## src/design/mspk_pkg.sv

```systemverilog
// Shared types, codes and the classification function of the MessagePack scalar encoder.
`default_nettype none
package mspk_pkg;

	typedef enum logic [2:0] {
		MODE_NULL = 3'd0,
		MODE_BOOL = 3'd1,
		MODE_SINT = 3'd2,
		MODE_UINT = 3'd3,
		MODE_F32  = 3'd4,
		MODE_F64  = 3'd5
	} mode_t;

	localparam logic [7:0] HDR_NIL     = 8'hC0;
	localparam logic [7:0] HDR_FALSE   = 8'hC2;
	localparam logic [7:0] HDR_TRUE    = 8'hC3;
	localparam logic [7:0] HDR_FLOAT32 = 8'hCA;
	localparam logic [7:0] HDR_FLOAT64 = 8'hCB;
	localparam logic [7:0] HDR_UINT8   = 8'hCC;
	localparam logic [7:0] HDR_UINT16  = 8'hCD;
	localparam logic [7:0] HDR_UINT32  = 8'hCE;
	localparam logic [7:0] HDR_UINT64  = 8'hCF;
	localparam logic [7:0] HDR_INT8    = 8'hD0;
	localparam logic [7:0] HDR_INT16   = 8'hD1;
	localparam logic [7:0] HDR_INT32   = 8'hD2;
	localparam logic [7:0] HDR_INT64   = 8'hD3;

	// Queue between front and back.
	localparam int QDEPTH = 2;
	localparam int QPTR_W = (QDEPTH > 1) ? $clog2(QDEPTH) : 1;
	localparam int QCNT_W = $clog2(QDEPTH + 1);

	// One classified value: header byte, payload left-justified, payload byte count.
	typedef struct packed {
		logic [7:0]  hdr;
		logic [63:0] pay;
		logic [3:0]  nbytes;
	} job_t;

	function automatic job_t mspk_classify(input logic [2:0] mode, input logic [63:0] v);
		job_t j;
		j.hdr    = HDR_NIL;
		j.nbytes = 4'd0;
		j.pay    = 64'd0;
		unique case (mode)
			MODE_BOOL: begin
				j.hdr = (v != 64'd0) ? HDR_TRUE : HDR_FALSE;
			end
			MODE_SINT, MODE_UINT: begin
				if (mode == MODE_SINT && v[63]) begin
					if (&v[63:5]) begin
						j.hdr = v[7:0];
					end else if (&v[63:7]) begin
						j.hdr    = HDR_INT8;
						j.nbytes = 4'd1;
					end else if (&v[63:15]) begin
						j.hdr    = HDR_INT16;
						j.nbytes = 4'd2;
					end else if (&v[63:31]) begin
						j.hdr    = HDR_INT32;
						j.nbytes = 4'd4;
					end else begin
						j.hdr    = HDR_INT64;
						j.nbytes = 4'd8;
					end
				end else begin
					if (v[63:7] == 57'd0) begin
						j.hdr = v[7:0];
					end else if (v[63:8] == 56'd0) begin
						j.hdr    = HDR_UINT8;
						j.nbytes = 4'd1;
					end else if (v[63:16] == 48'd0) begin
						j.hdr    = HDR_UINT16;
						j.nbytes = 4'd2;
					end else if (v[63:32] == 32'd0) begin
						j.hdr    = HDR_UINT32;
						j.nbytes = 4'd4;
					end else begin
						j.hdr    = HDR_UINT64;
						j.nbytes = 4'd8;
					end
				end
			end
			MODE_F32: begin
				j.hdr    = HDR_FLOAT32;
				j.nbytes = 4'd4;
			end
			MODE_F64: begin
				j.hdr    = HDR_FLOAT64;
				j.nbytes = 4'd8;
			end
			default: begin
				j.hdr = HDR_NIL;
			end
		endcase
		// The back end shifts bytes out from the top, so the payload is left-justified.
		unique case (j.nbytes)
			4'd1:    j.pay = {v[7:0], 56'd0};
			4'd2:    j.pay = {v[15:0], 48'd0};
			4'd4:    j.pay = {v[31:0], 32'd0};
			4'd8:    j.pay = v;
			default: j.pay = 64'd0;
		endcase
		return j;
	endfunction

endpackage
`default_nettype wire

```

## src/design/mspk_front.sv

```systemverilog
// Front end: accepts input transactions and classifies each value into a header and payload.
`default_nettype none
module mspk_front (
	input  wire logic          in_valid,
	output logic               in_stall,
	input  wire logic [2:0]    mode,
	input  wire logic [63:0]   value,
	input  wire logic          q_full,
	output logic               q_push,
	output mspk_pkg::job_t     q_wdata
);
	import mspk_pkg::*;

	always_comb begin
		in_stall = q_full;
		q_push   = in_valid && !q_full;
		q_wdata  = mspk_classify(mode, value);
	end

endmodule
`default_nettype wire

```

## src/design/mspk_fifo.sv

```systemverilog
// Short queue of classified jobs between the front and back ends.
`default_nettype none
module mspk_fifo (
	input  wire logic           clk,
	input  wire logic           arst_n,
	input  wire logic           push,
	input  wire mspk_pkg::job_t wdata,
	output logic                full,
	input  wire logic           pop,
	output logic                nonempty,
	output mspk_pkg::job_t      rdata
);
	import mspk_pkg::*;

	job_t                mem_q [QDEPTH];
	logic [QPTR_W-1:0]   wptr_q;
	logic [QPTR_W-1:0]   rptr_q;
	logic [QCNT_W-1:0]   cnt_q;

	always_comb begin
		full     = (cnt_q == QCNT_W'(QDEPTH));
		nonempty = (cnt_q != '0);
		rdata    = mem_q[rptr_q];
	end

	always_ff @(posedge clk) begin
		if (push) begin
			mem_q[wptr_q] <= wdata;
		end
	end

	always_ff @(posedge clk or negedge arst_n) begin
		if (!arst_n) begin
			wptr_q <= '0;
			rptr_q <= '0;
			cnt_q  <= '0;
		end else begin
			if (push) begin
				wptr_q <= (wptr_q == QPTR_W'(QDEPTH - 1)) ? '0 : wptr_q + 1'b1;
			end
			if (pop) begin
				rptr_q <= (rptr_q == QPTR_W'(QDEPTH - 1)) ? '0 : rptr_q + 1'b1;
			end
			if (push && !pop) begin
				cnt_q <= cnt_q + 1'b1;
			end else if (pop && !push) begin
				cnt_q <= cnt_q - 1'b1;
			end
		end
	end

endmodule
`default_nettype wire

```

## src/design/mspk_back.sv

```systemverilog
// Back end: serializes each job as a header byte followed by big-endian payload bytes.
`default_nettype none
module mspk_back (
	input  wire logic           clk,
	input  wire logic           arst_n,
	input  wire logic           q_nonempty,
	input  wire mspk_pkg::job_t q_rdata,
	output logic                q_pop,
	output logic                out_valid,
	input  wire logic           out_stall,
	output logic [7:0]          out_byte,
	output logic                last
);
	import mspk_pkg::*;

	logic [63:0] pay_q;
	logic [3:0]  cnt_q;
	logic        oval_q;
	logic [7:0]  obyte_q;
	logic        olast_q;
	logic        adv;
	logic        have_pay;

	always_comb begin
		adv      = !oval_q || !out_stall;
		have_pay = (cnt_q != 4'd0);
		// A new job is taken only once the current one has sent its last byte.
		q_pop    = adv && !have_pay && q_nonempty;
		out_valid = oval_q;
		out_byte  = obyte_q;
		last      = olast_q;
	end

	always_ff @(posedge clk or negedge arst_n) begin
		if (!arst_n) begin
			cnt_q  <= 4'd0;
			oval_q <= 1'b0;
		end else if (adv) begin
			if (have_pay) begin
				cnt_q  <= cnt_q - 4'd1;
				oval_q <= 1'b1;
			end else if (q_nonempty) begin
				cnt_q  <= q_rdata.nbytes;
				oval_q <= 1'b1;
			end else begin
				oval_q <= 1'b0;
			end
		end
	end

	always_ff @(posedge clk) begin
		if (adv) begin
			if (have_pay) begin
				obyte_q <= pay_q[63:56];
				olast_q <= (cnt_q == 4'd1);
				pay_q   <= {pay_q[55:0], 8'd0};
			end else if (q_nonempty) begin
				obyte_q <= q_rdata.hdr;
				olast_q <= (q_rdata.nbytes == 4'd0);
				pay_q   <= q_rdata.pay;
			end
		end
	end

endmodule
`default_nettype wire

```

## src/design/msgpack_scalar_encoder.sv

```systemverilog
// An accepted value is stored in the job queue, then its header byte is loaded into the output register.
// Throughput: an encoding of n bytes (1 to 9) is sent one byte per cycle while out_stall is low,
// and a queued next value's header follows its last byte with no gap; the serializer sets the rate.
// A two-entry job queue lets input transactions be taken while earlier bytes are still stalled.
// Reset (arst_n low, asynchronous) empties the queue and drops any encoding in progress.
`default_nettype none
module msgpack_scalar_encoder (
	input  wire logic         clk,
	input  wire logic         arst_n,
	input  wire logic         in_valid,
	output logic              in_stall,
	input  wire logic [2:0]   mode,
	input  wire logic [63:0]  value,
	output logic              out_valid,
	input  wire logic         out_stall,
	output logic [7:0]        out_byte,
	output logic              last
);
	import mspk_pkg::*;

	logic q_full;
	logic q_push;
	logic q_pop;
	logic q_nonempty;
	job_t q_wdata;
	job_t q_rdata;

	mspk_front u_front (
		.in_valid (in_valid),
		.in_stall (in_stall),
		.mode     (mode),
		.value    (value),
		.q_full   (q_full),
		.q_push   (q_push),
		.q_wdata  (q_wdata)
	);

	mspk_fifo u_fifo (
		.clk      (clk),
		.arst_n   (arst_n),
		.push     (q_push),
		.wdata    (q_wdata),
		.full     (q_full),
		.pop      (q_pop),
		.nonempty (q_nonempty),
		.rdata    (q_rdata)
	);

	mspk_back u_back (
		.clk        (clk),
		.arst_n     (arst_n),
		.q_nonempty (q_nonempty),
		.q_rdata    (q_rdata),
		.q_pop      (q_pop),
		.out_valid  (out_valid),
		.out_stall  (out_stall),
		.out_byte   (out_byte),
		.last       (last)
	);

endmodule
`default_nettype wire

```

## config.mk

```make
export PLATFORM = sky130hd
export DESIGN_NAME = msgpack_scalar_encoder
export DESIGN_NICKNAME = d
export VERILOG_FILES = /design/src/design/mspk_pkg.sv /design/src/design/mspk_front.sv /design/src/design/mspk_fifo.sv /design/src/design/mspk_back.sv /design/src/design/msgpack_scalar_encoder.sv
export SDC_FILE = /design/constraint.sdc
export NUM_CORES = 1
export LEC_CHECK = 0
export ABC_AREA = 1
export BUFFER_PORTS_ARGS = -buffer_cell sky130_fd_sc_hd__buf_4
export CAP_MARGIN = 20
export CORE_ASPECT_RATIO = 0.9
export CORE_UTILIZATION = 54
export DETAILED_ROUTE_END_ITERATION = 7
export PLACE_DENSITY_LB_ADDON = 0.15
export SLEW_MARGIN = 25
export SYNTH_ARGS = -nofsm -noshare
export SYNTH_HDL_FRONTEND = slang
export SYNTH_SLANG_ARGS = --single-unit
```

## constraint.sdc

```tcl
create_clock -name clk -period 3.9 [get_ports clk]
set_input_delay 0.78 -clock clk [delete_from_list [all_inputs] [get_ports clk]]
set_output_delay 0.78 -clock clk [all_outputs]
set_load 0.01 [all_outputs]
```

==> results.cfg <==
[detailed_routing]
wl_microns = 30600
drtPass1Iterations = 5
num_vias = 8186
wl_per_cell_microns = 21.2
antenna_left = 0
viasPerCell = 5.66
drc_errors = 0
drt_iter0_drc = 962

[clock_network]
cts_setup_buffers = 0
root_buffer = clkbuf_16
cts.hold.buffers_added = 0
clk_latency_ps = 530
cts_resized = 0
path_clk_slew_ps = 60
htree_levels = 1
clk_path_buf_depth = 3
tritoncts = yes
cts_buffers = 24
clock-sinks = 234

[logic_synthesis]
seq_area_frac_synth_pct = 64.9
synth_area_sq_um = 10800
yosys_warnings = 0
syn_avg_cell_area_sq_um = 9.77
synth-seq-cells = 234
ys_types = 37
synth.area.top_cells = edfxtp_1, nand2_1, nor2_1, a31oi_1, inv_1
synth_top_area_cell = edfxtp_1
netlist_instances = 1101
syn_nets = 1175
synth_top_area_share_pct = 62.8

[critical_path]
start_kind = primary input
end_kind = register
crit_fanout = 27
arrival_ps = 2840
crit_path_cell_trace = buf_4, nor2_4, inv_1, nor2_1, a21o_1, nand2_1, o21ai_1
crit_type = in -> reg
critical_path_required_ps = 4210
cp_slowest_cell = a21o_1
max_stage_delay_ps = 730

[timing]
finalSetupViolations = 0
rsz0062_at_grt = false
period_share_pct = 64.9
max_slew_margin_pct = 38.3
skew_ps = 22.8
setup_tns_ps = 0
clock.fmax_ghz = 0.395
worst-slew-pin-transition_ps = 925
hold_viol = 0
drv_slew = 0
period_needed_ps = 2530

[floorplanning]
die_w_microns = 151
std_cell_rows = 48
core_area_sq_um = 19300
start_util_pct = 55.6
die_area_sq_um = 20500
ios = 82
fp.dieH_microns = 136

[global_route]
antenna_found_initial = 0
grt_pass1_wl_microns = 45400
gr-total-overflow = 0
first_global_vias = 7678
grt_max_degree = 131
grt_usage_pct = 30.6

[job]
max_cap_viol_count = 0

[status]
outcome = finished clean

[layout]
diodes = 0
drive_gt1_share_pct = 12.7
final_cell_mix = nand2_1, edfxtp_1, nor2_1
area_delta_synth_final_pct = 15.1
num-nets-final = 1252
final.fill_count = 1564
final_common_cell = nand2_1
utilization_pct = 64.0

[power]
power_frac_comb_pct = 27.6
p_leak_nw = 4.90
internal_power_mw = 5.77
switching_power_mw = 2.85
ir_drop_mv = 0.913
switching_share_pct = 33.1
power_density_nw_per_um2 = 696
power_frac_seq_pct = 47.5
total_power_mw = 8.62
clkPwrFrac_pct = 24.9

[place]
hpwl_microns = 21400
numPortBuffers = 81
gp_congestion = 0.982

[hold_path]
hold_class = in -> async
-- sequential cells by signal, indices dropped and copies added (netlist names) --
signal,cells
u_back.out_valid,1
u_fifo.mem_q,152
u_back.cnt_q,4
u_fifo.rptr_q,1
u_back.last,1
u_fifo.wptr_q,1
u_fifo.cnt_q,2
u_back.pay_q,64
u_back.out_byte,8
-- through the flow --
stage / cell area (sq um) / instances / setup slack, ps / hold WS (ps)
3_3_place_gp: 11600 / 1402 / 954 / 512
4_1_cts: 12400 / 1446 / 1350 / 72.2
6_report: 12400 / 1446 / 1370 / 80.2
5_1_grt: 12400 / 1446 / 1090 / 80.2
3_5_place_dp: 11600 / 1402 / 974 / 544
2_1_floorplan: 10800 / 1101 / 520 / 484
-- synthesized netlist by cell type (all sizes together) --
library cell and n:
nand2 326, nor2 227, edfxtp 225, inv 89
a31oi 64, nand3 33, o21ai 27, clkbuf 23
a21oi 22, buf 17, nand4 15, dfrtp 9
nor3 5, ha 3, o211ai 3, o22ai 2
or2 2, xor2 2, a21o 1, a32o 1
and2 1, and3b 1, clkinv 1, o41ai 1
xnor2 1
-- layout make-up --
type | count | area, sq um | area share, %
timing repair buffer | 91 | 746 | 6.02
inverter | 90 | 344 | 2.78
sequential | 234 | 6980 | 56.4
tap | 250 | 313 | 2.53
multi-input combinational | 737 | 3260 | 26.3
clock buffer | 29 | 619 | 5.00
clock inverter | 15 | 113 | 0.910
-- power groups by stage --
| stage | sequential, mW | clock (mW) | combinational [mW] |
|---|---|---|---|
| floorplan | 4.12 | 0 | 1.48 |
| global placement | 4.10 | 0 | 2.34 |
| detailed placement | 4.13 | 0 | 2.38 |
| CTS | 4.09 | 2.16 | 2.39 |
| global route | 4.16 | 2.26 | 2.63 |
| finish | 4.09 | 2.15 | 2.38 |
-- cells by family after synthesis --
kind of cell | after synthesis | synth area share (%)
xor gates and xnor gates | 3 | 0.244
buffers and inverters | 130 | 5.07
DFF | 234 | 64.9
AOI/OAI and AO/OA | 121 | 6.71
adders and majority gates | 3 | 0.349
and+or+nand+nor | 610 | 22.7
-- routing by layer --
metal | share of wire (%) | global-route usage [%] | vias to the layer above
met3 | 8.2 | 4.19 | 62
met1 | 45 | 46.1 | 3862
met4 | 2.8 | 9.83 | 0
met5 | 0 | 0 | -
met2 | 44 | 45.9 | 404
li1 | - | - | 3858
-- worst max-delay path: cells and delay by family --
family | cells | cell delay (ps)
buffers and inverters | 2 | 280
AOI/OAI and AO/OA | 2 | 980
and+or+nand+nor | 3 | 780
-- path summary, 6_finish.rpt --
path                            startpoint                  end  slack [ps]  depth (start not counted)
setup / recovery                   mode[2]  u_fifo.mem_q[1][42]        1370                          7
hold / removal                      arst_n      u_back.cnt_q[3]          80                          1
setup reg to reg           u_back.cnt_q[0]      u_fifo.cnt_q[1]        1400                         13
hold reg to reg            u_fifo.cnt_q[0]      u_fifo.cnt_q[0]         540                          1
max in group asynchronous           arst_n        u_fifo.rptr_q        3670                          1
min in group clk                 out_stall     u_back.out_valid         530                          3
Power figures use the tool's default switching activity.
